===== config.mk =====
export PLATFORM = sky130hd
export DESIGN_NAME = rgb_to_hsv_converter
export DESIGN_NICKNAME = d
export VERILOG_FILES = /design/src/hw/rtl/rgbhsv_pkg.sv /design/src/hw/rtl/rgbhsv_cell.sv /design/src/hw/rtl/rgb_to_hsv_converter.sv
export SDC_FILE = /design/constraint.sdc
export NUM_CORES = 2
export LEC_CHECK = 0
export BUFFER_PORTS_ARGS = -buffer_cell sky130_fd_sc_hd__buf_2
export CAP_MARGIN = 20
export CORE_UTILIZATION = 65
export CTS_BUF_LIST = sky130_fd_sc_hd__clkbuf_8
export DETAILED_ROUTE_END_ITERATION = 10
export GPL_TIMING_DRIVEN = 0
export PLACE_DENSITY = 0.82
export SKIP_CTS_REPAIR_TIMING = 1
export SYNTH_ARGS = -nofsm -noshare
export SYNTH_HDL_FRONTEND = slang
export SYNTH_SLANG_ARGS = --single-unit
export TNS_END_PERCENT = 30

===== constraint.sdc =====
create_clock -name clk -period 59.3 [get_ports clk]
set_input_delay 11.86 -clock clk [delete_from_list [all_inputs] [get_ports clk]]
set_output_delay 11.86 -clock clk [all_outputs]
set_load 0.05 [all_outputs]

===== src/hw/rtl/rgbhsv_pkg.sv =====
// Package for the RGB to HSV converter: widths and constants.
// Used by rgbhsv_cell and rgb_to_hsv_converter; depends on nothing.
`timescale 1ns / 1ps
`default_nettype none
package rgbhsv_pkg;
  localparam int CHAN_W = 8;
  localparam int HUE_W = 16;
  localparam int SAT_W = 16;
  localparam int FRACTION_BITS_DEF = 16;
  localparam int DELTA6_W = 11;   // 6*255 fits in 11 bits
  localparam int DELTA_W = 8;
endpackage
`default_nettype wire


===== src/hw/rtl/rgbhsv_cell.sv =====
// One restoring-division cell: one quotient bit per cell for both dividers.
// Depends on rgbhsv_pkg.
`timescale 1ns / 1ps
`default_nettype none
module rgbhsv_cell
  import rgbhsv_pkg::*;
#(
  parameter int QW = 24
) (
  input  wire logic                clk,
  input  wire logic                adv,
  input  wire logic                bit_in_h,
  input  wire logic                bit_in_s,
  input  wire logic [DELTA6_W-1:0] hrem_in,
  input  wire logic [DELTA6_W-1:0] hdiv_in,
  input  wire logic [CHAN_W-1:0]   srem_in,
  input  wire logic [CHAN_W-1:0]   sdiv_in,
  input  wire logic [QW-1:0]       hq_in,
  input  wire logic [QW-1:0]       sq_in,
  output logic [DELTA6_W-1:0]      hrem_r,
  output logic [DELTA6_W-1:0]      hdiv_r,
  output logic [CHAN_W-1:0]        srem_r,
  output logic [CHAN_W-1:0]        sdiv_r,
  output logic [QW-1:0]            hq_r,
  output logic [QW-1:0]            sq_r
);
  logic [DELTA6_W:0] htry;
  logic [CHAN_W:0]   stry;
  logic              hge, sge;

  always_comb begin
    htry = {hrem_in, bit_in_h};
    stry = {srem_in, bit_in_s};
    hge  = htry >= {1'b0, hdiv_in};
    sge  = stry >= {1'b0, sdiv_in};
  end

  always_ff @(posedge clk) begin
    if (adv) begin
      hdiv_r <= hdiv_in;
      sdiv_r <= sdiv_in;
      hrem_r <= hge ? DELTA6_W'(htry - {1'b0, hdiv_in}) : htry[DELTA6_W-1:0];
      srem_r <= sge ? CHAN_W'(stry - {1'b0, sdiv_in}) : stry[CHAN_W-1:0];
      hq_r   <= {hq_in[QW-2:0], hge};
      sq_r   <= {sq_in[QW-2:0], sge};
    end
  end
endmodule
`default_nettype wire


===== src/hw/rtl/rgb_to_hsv_converter.sv =====
// Top level of the RGB to HSV converter: front stage, chain of divider cells, output.
// Depends on rgbhsv_pkg and rgbhsv_cell.
//
//   channel | direction | fields
//   in_     | request   | red, green, blue
//   out_    | result    | hue, saturation, brightness, hue_undefined
//
// One pixel per clock while the pipe advances. Stages: one front stage
// (max, min, sector numerator), one divider cell per quotient bit, one output stage.
// The whole pipe advances when the output register is empty or being taken;
// out_stall holds every stage. Reset clears only the valid bits.
`timescale 1ns / 1ps
`default_nettype none
module rgb_to_hsv_converter
  import rgbhsv_pkg::*;
#(
  parameter int FRACTION_BITS = FRACTION_BITS_DEF
) (
  input  wire logic              clk,
  input  wire logic              rst_n,
  input  wire logic              in_valid,
  output logic                   in_stall,
  input  wire logic [CHAN_W-1:0] in_red,
  input  wire logic [CHAN_W-1:0] in_green,
  input  wire logic [CHAN_W-1:0] in_blue,
  output logic                   out_valid,
  input  wire logic              out_stall,
  output logic [HUE_W-1:0]       out_hue,
  output logic [SAT_W-1:0]       out_saturation,
  output logic [CHAN_W-1:0]      out_brightness,
  output logic                   out_hue_undefined
);
  localparam int N = FRACTION_BITS;
  localparam int QW = FRACTION_BITS + 1;

  // Hue numerator and saturation dividend are shifted in bit by bit from
  // these words; hue = (numer<<N)/full, sat = (delta*(2^N-1))/max.
  logic adv;
  logic [N+1:0] vld_r;

  // front stage
  logic [CHAN_W-1:0] mx, mn, dlt;
  logic [DELTA6_W-1:0] numer;
  logic signed [DELTA6_W+1:0] nsig;
  logic [CHAN_W+N-1:0] sdvd;

  always_comb begin
    mx = in_red;
    if (in_green > mx) mx = in_green;
    if (in_blue > mx) mx = in_blue;
    mn = in_red;
    if (in_green < mn) mn = in_green;
    if (in_blue < mn) mn = in_blue;
    dlt = mx - mn;
    if (in_red == mx)
      nsig = $signed({5'b0, in_green}) - $signed({5'b0, in_blue});
    else if (in_green == mx)
      nsig = $signed({4'b0, dlt, 1'b0}) + $signed({5'b0, in_blue})
             - $signed({5'b0, in_red});
    else
      nsig = $signed({3'b0, dlt, 2'b0}) + $signed({5'b0, in_red})
             - $signed({5'b0, in_green});
    if (nsig < 0) nsig = nsig + $signed({2'b0, 11'(6 * dlt)});
    numer = nsig[DELTA6_W-1:0];
    sdvd = ({{N{1'b0}}, dlt} << N) - {{N{1'b0}}, dlt};
  end

  // pipeline registers carrying operands and the shift sources
  logic [DELTA6_W-1:0] f_numer_r [N+1];
  logic [DELTA6_W-1:0] f_full_r  [N+1];
  logic [CHAN_W+N-1:0] f_sdvd_r  [N+1];
  logic [CHAN_W-1:0]   f_mx_r    [N+1];
  logic                f_undef_r [N+1];

  logic [DELTA6_W-1:0] hrem [N+1];
  logic [DELTA6_W-1:0] hdiv [N+1];
  logic [CHAN_W-1:0]   srem [N+1];
  logic [CHAN_W-1:0]   sdiv [N+1];
  logic [QW-1:0]       hq   [N+1];
  logic [QW-1:0]       sq   [N+1];

  assign adv = !out_valid || !out_stall;
  assign in_stall = !adv;
  assign out_valid = vld_r[N+1];

  always_ff @(posedge clk) begin
    if (!rst_n) vld_r <= '0;
    else if (adv) vld_r <= {vld_r[N:0], in_valid};
  end

  // Stage 0: the hue dividend starts as numer, whose bits all fit below full,
  // so its remainder seeds the chain; the saturation dividend is shifted in
  // from its top CHAN_W bits already handled: seed with sdvd[top] mod max.
  logic [CHAN_W:0] s0try;
  always_comb s0try = {1'b0, sdvd[CHAN_W+N-1 -: CHAN_W]};

  always_ff @(posedge clk) begin
    if (adv) begin
      f_numer_r[0] <= numer;
      f_full_r[0]  <= 11'(6 * dlt);
      f_sdvd_r[0]  <= sdvd;
      f_mx_r[0]    <= mx;
      f_undef_r[0] <= (mx == '0) || (dlt == '0);
      hrem[0] <= numer;
      hdiv[0] <= (dlt == '0) ? 11'd1 : 11'(6 * dlt);
      // sdvd top bits are delta-1 or zero, so below max, as delta <= max; max is zero only when undefined
      srem[0] <= (s0try >= {1'b0, mx}) ? '0 : sdvd[CHAN_W+N-1 -: CHAN_W];
      sdiv[0] <= (mx == '0) ? 8'd1 : mx;
      hq[0]   <= '0;
      sq[0]   <= '0;
    end
  end

  for (genvar i = 0; i < N; i++) begin : g_cell
    rgbhsv_cell #(.QW(QW)) u_cell (
      .clk      (clk),
      .adv      (adv),
      .bit_in_h (1'b0),
      .bit_in_s (f_sdvd_r[i][N-1-i]),
      .hrem_in  (hrem[i]),
      .hdiv_in  (hdiv[i]),
      .srem_in  (srem[i]),
      .sdiv_in  (sdiv[i]),
      .hq_in    (hq[i]),
      .sq_in    (sq[i]),
      .hrem_r   (hrem[i+1]),
      .hdiv_r   (hdiv[i+1]),
      .srem_r   (srem[i+1]),
      .sdiv_r   (sdiv[i+1]),
      .hq_r     (hq[i+1]),
      .sq_r     (sq[i+1])
    );
    always_ff @(posedge clk) begin
      if (adv) begin
        f_numer_r[i+1] <= f_numer_r[i];
        f_full_r[i+1]  <= f_full_r[i];
        f_sdvd_r[i+1]  <= f_sdvd_r[i];
        f_mx_r[i+1]    <= f_mx_r[i];
        f_undef_r[i+1] <= f_undef_r[i];
      end
    end
  end

  // output register; drop quotients when undefined
  always_ff @(posedge clk) begin
    if (adv) begin
      out_hue           <= f_undef_r[N] ? '0 : HUE_W'(hq[N]);
      out_saturation    <= f_undef_r[N] ? '0 : SAT_W'(sq[N]);
      out_brightness    <= f_mx_r[N];
      out_hue_undefined <= f_undef_r[N];
    end
  end

  // keep unused pipeline copies referenced
  logic unused_ok;
  assign unused_ok = ^{f_numer_r[N], f_full_r[N], f_sdvd_r[N], hrem[N], hdiv[N],
                       srem[N], sdiv[N]};
endmodule
`default_nettype wire

# Word level (Yosys, flattened, before mapping)
# Memories as Yosys holds them, arrays and structs flattened. A register that Yosys moved wholly into a read port is not among the register bits.
# Cells that the tools add are included.
# Widths: inputs -> output; s select.
# word_totals
register_bits	931
ramBits	561
in_bits	28
out_inout_bits	43
word_cells	245
mem_count	3
# classes
add_sub_neg	38
multipliers	1
magnitude_cmp	38
n_eq_ne	2
n_mux	40
reduce_logical	7
# memory_table
memory	words	word_bits	read_ports	rd_ports_with_merged_regs	wr	line	source
f_sdvd_r	17	24	16	0	17	rgb_to_hsv_converter.sv:71	logic [CHAN_W+N-1:0] f_sdvd_r [N+1];
f_mx_r	17	8	17	1	17	rgb_to_hsv_converter.sv:72	logic [CHAN_W-1:0] f_mx_r [N+1];
f_undef_r	17	1	17	0	17	rgb_to_hsv_converter.sv:73	logic f_undef_r [N+1];
# ops
cell	count
$ge 12x11->1	16
$mux 11	16
$sub 11x11->11	15
$mux 8	19
$ge 9x8->1	16
$sub 8x8->8	16
$mux 13	2
$sub 24x8->24	1
$eq 8x8->1	2
$gt 8x8->1	2
$logic_not 8->1	2
$lt 8x8->1	2
$lt 13x1->1 const B	1
$sub 11x8->12	1
$add 10x8->11	1
$add 11x11->11	1
$sub 10x8->11	1
$add 9x8->10	1
$mul 2x8->10 const A	1
$sub 8x8->9	1
$ge 8x8->1	1
$logic_not 1->1	3
$mux 1	3
$logic_or 1x1->1	2

# Longest topological paths before layout
# depth
ltp_word	11
depth_mapped	46
ltp_nobuf	43

# Hierarchy
# From an unflattened synthesis, not the netlist that was laid out.
# unflattened
cells_unflattened	4738
area_unflattened_um2	69751.9
# by_module_without_submodules
mod	instances	cells_per_inst	area_each_um2	seq_area_each_um2
rgbhsv_cell	16	216	3260.6	2162.1
rgb_to_hsv_converter	1	1282	17581.9	11290.8

# Worst setup path after synthesis
# No wires, ideal clock.
# synth_path
path_type	input to register
from	input port out_stall
to	memory f_mx_r[0][0], enable pin
setup_time_ns	2.041
t_arrival_ns	44.628
required_ns	57.259
setup_slack_ns	12.631
path_stages	2
path_buffers	1
cell_sequence	nand2_1 > clkbuf_1
# synth_rtl
item	line	source
start: declaration	rgb_to_hsv_converter.sv:27	input wire logic out_stall,
end: declaration	rgb_to_hsv_converter.sv:72	

# Worst setup path after layout
# layout_path
from	input port out_stall
to	output port in_stall
# layout_between
elab_chain_len	3
# layout_rtl
item	line	source
$logic_not 1->1	rgb_to_hsv_converter.sv:82	assign adv = !out_valid || !out_stall;
$logic_or 1x1->1	rgb_to_hsv_converter.sv:82	
$logic_not 1->1	rgb_to_hsv_converter.sv:83	assign in_stall = !adv;
end: declaration	rgb_to_hsv_converter.sv:22	output logic in_stall,
# No other way between the ends.

==> summary.txt <==
Outcome
  • Outcome: completed

Finish
  • Area occupied by registers: 36600 µm²
  • Layout cells sized above 1: 7.90%
  • Util after Layout: 72.8%
  • Multi-input logic area: 17900 µm²
  • Fillers: 5295
  • Area Growth Syn to Fin: 10.3%
  • Nets: 4998
  • Post-route cell area: 62400 µm²

Clock network
  • Deepest clock path buffer count: 3
  • CTS Buf Count: 189
  • CTS tree: built
  • Worst skew pair latency: 0.84 ns
  • Clock root cell: clkbuf_8
  • H-tree depth: 4
  • Clock sinks: 1224
  • Clock transition at path regs: 0.06 ns

Synthesis
  • Cell with the most instances after synthesis: edfxtp_1
  • Area share of the largest cell type after synthesis: 64.0%
  • Synthesized flop and latch total: 1224
  • Dominant synthesized flop cell: edfxtp_1
  • Synthesized net count: 4717
  • Cell taking the most area after synthesis: edfxtp_1
  • Post-Synthesis Cells: 4249
  • Post-synthesis async set-or-reset flop share: 0%
  • Syn avg cell area: 13.3 µm²
  • Top post-synthesis cells by area: edfxtp_1, ha_1, inv_1
  • Netlist cell types: 85
  • Cell Area, Synth: 56600 µm²
  • Synth top cells by count: edfxtp_1, inv_1, ha_1
  • Sequential cell area fraction in the yosys report: 64.7%
  • Post-synth EDFFs: 1206
  • YS warnings: 0

GRT
  • Global route overflow: 0
  • Vias in the first global route: 33012
  • Initial antenna violation count: 2
  • Largest net degree at the start of global routing: 74
  • First-pass GRT wire length: 150000 µm
  • Total GRT Usage: 20.7%

Timing
  • Period utilization: 42.4%
  • Hold WS: 0.387 ns
  • Final Critical Period: 25.12 ns
  • Setup violators final: 0
  • Slew margin rel.: 38.9%
  • Layout Skew: 0.0457 ns
  • RSZ-0062 raised after global routing: false
  • Slew Limit Fails: 0
  • Fin Setup TNS: 0 ns
  • Max Fclk: 39.8 MHz
  • Least-Margin Pin Slew: 0.910 ns
  • Final hold vios: 0

Min path
  • Worst Hold Class: reg -> reg
  • Hold path start: f_sdvd_r[0][77]$_DFFE_PN_
  • Hold depth: 0

Critical path
  • Worst setup path startpoint: out_stall
  • Crit. End Element: output pin
  • Most used cell, CP: buf_2
  • Crit Path Class: in -> out
  • CP max stage delay: 0.47 ns
  • Setup crit start kind: input port
  • Critical Path Slowest Stage Cell: clkbuf_1
  • CP Max Fanout: 10
  • Critical path arrival: 13.26 ns
  • CP Cell Sequence: buf_2, nand2_1, clkinv_1, clkbuf_1, buf_2
  • CP required: 47.44 ns
  • R2R Path Start: g_cell[8].u_cell.hrem_r[1]$_DFFE_PN_
  • R2R cell count: 17

Placed design
  • I/O Buffers: 70
  • GPL Wtd Cong: 0.898
  • Placed inst area: 58900 µm²
  • DPL Wire Length: 64900 µm

Floorplan
  • Overall die height: 297 µm
  • Core region area: 85700 µm²
  • Die Wd: 297 µm
  • I/O pins: 71
  • Rows: 107
  • Die ar.: 88200 µm²
  • Initial Util: 66.0%

Detailed routing
  • 1st-iter DRT viols: 1724
  • Routed WL per cell: 15.6 µm
  • 1st-pass router iterations: 7
  • DRC: 0
  • DRT antenna net count: 0
  • Routed WL: 90700 µm
  • Via count: 32103
  • Avg Vias per Cell: 5.51

Flow run
  • Max Cap Viol: 0
layer usage:
layer,share of wire (%),GRT usage [%]
met5,0,0
met4,3.6,9.88
met3,4.2,3.86
met2,54,39.3
met1,38,22.0
cell type report:
class                      count  area share, %
antenna                        2        0.00802
buffer                        67          0.433
clock buffer                 194           4.28
clock inverter               150           1.29
inverter                     493           2.97
multi-input combinational   2465           28.7
sequential                  1224           58.6
tap                         1144           2.30
timing repair buffer          90           1.42
stage by stage:
stage	worst slack (ns)	instances
2_1_floorplan	12.63	4249
3_3_place_gp	2.71	5463
3_5_place_dp	34.23	5483
4_1_cts	34.22	5827
5_1_grt	34.09	5829
6_report	34.18	5829
worst paths after layout:
check | end | slack (ns)
setup / recovery | in_stall | 34.18
hold / removal | f_sdvd_r[0][101]$_DFFE_PN_ | 0.39
setup reg to reg | g_cell[9].u_cell.hrem_r[9]$_DFFE_PN_ | 55.53
hold reg to reg | f_sdvd_r[0][101]$_DFFE_PN_ | 0.39
worst max-delay path, delay by kind of cell:
family | cells | cell delay, ns
AND/OR/NAND/NOR | 1 | 0.22
buffers and inverters | 4 | 1.17
cell usage in the layout, fill, tap and decap left out, drive strengths merged, types with 9 or more instances in the layout:
| cell type | instances |
|---|---|
| nand2b | 130 |
| and2 | 114 |
| clkbuf | 253 |
| xor2 | 74 |
| a21o | 79 |
| clkinv | 70 |
| nor2 | 198 |
| o31ai | 123 |
| nand4 | 66 |
| nand3 | 19 |
| edfxtp | 1206 |
| buf | 98 |
| mux2i | 19 |
| o21bai | 12 |
| o211a | 31 |
| nor3 | 9 |
| a211oi | 12 |
| nand2 | 326 |
| nor2b | 119 |
| ha | 391 |
| fa | 49 |
| a21oi | 96 |
| o21ai | 369 |
| inv | 567 |
| a21boi | 20 |
| dfxtp | 18 |
| or4 | 31 |
| xnor2 | 87 |
| o21a | 12 |
| or2 | 11 |
registers in the layout (all words and copies together) (netlist names):
name	count
hrem	11
g_cell.u_cell.hq_r	136
g_cell.u_cell.srem_r	120
sdiv	8
out_brightness	8
hdiv	11
out_saturation	16
f_sdvd_r	132
f_mx_r	136
srem	8
out_hue_undefined	1
out_hue	16
g_cell.u_cell.sdiv_r	120
g_cell.u_cell.sq_r	136
g_cell.u_cell.hrem_r	165
vld_r	18
g_cell.u_cell.hdiv_r	165
f_undef_r	17
cell families after synthesis:
| kind of cell | Yosys count | share of synthesized area (%) |
|---|---|---|
| buffers and inverters | 560 | 3.74 |
| XOR/XNOR | 161 | 2.55 |
| AND/OR/NAND/NOR | 1046 | 9.37 |
| flip-flops | 1224 | 64.7 |
| adder cells (fa/ha/maj) | 441 | 10.4 |
| AO/OA/AOI/OAI | 793 | 8.79 |
| multiplexers | 24 | 0.471 |
Power is left out: the tool's default activity adds up to more than one toggle a clock period on the data nets, which glitch-free logic cannot reach.
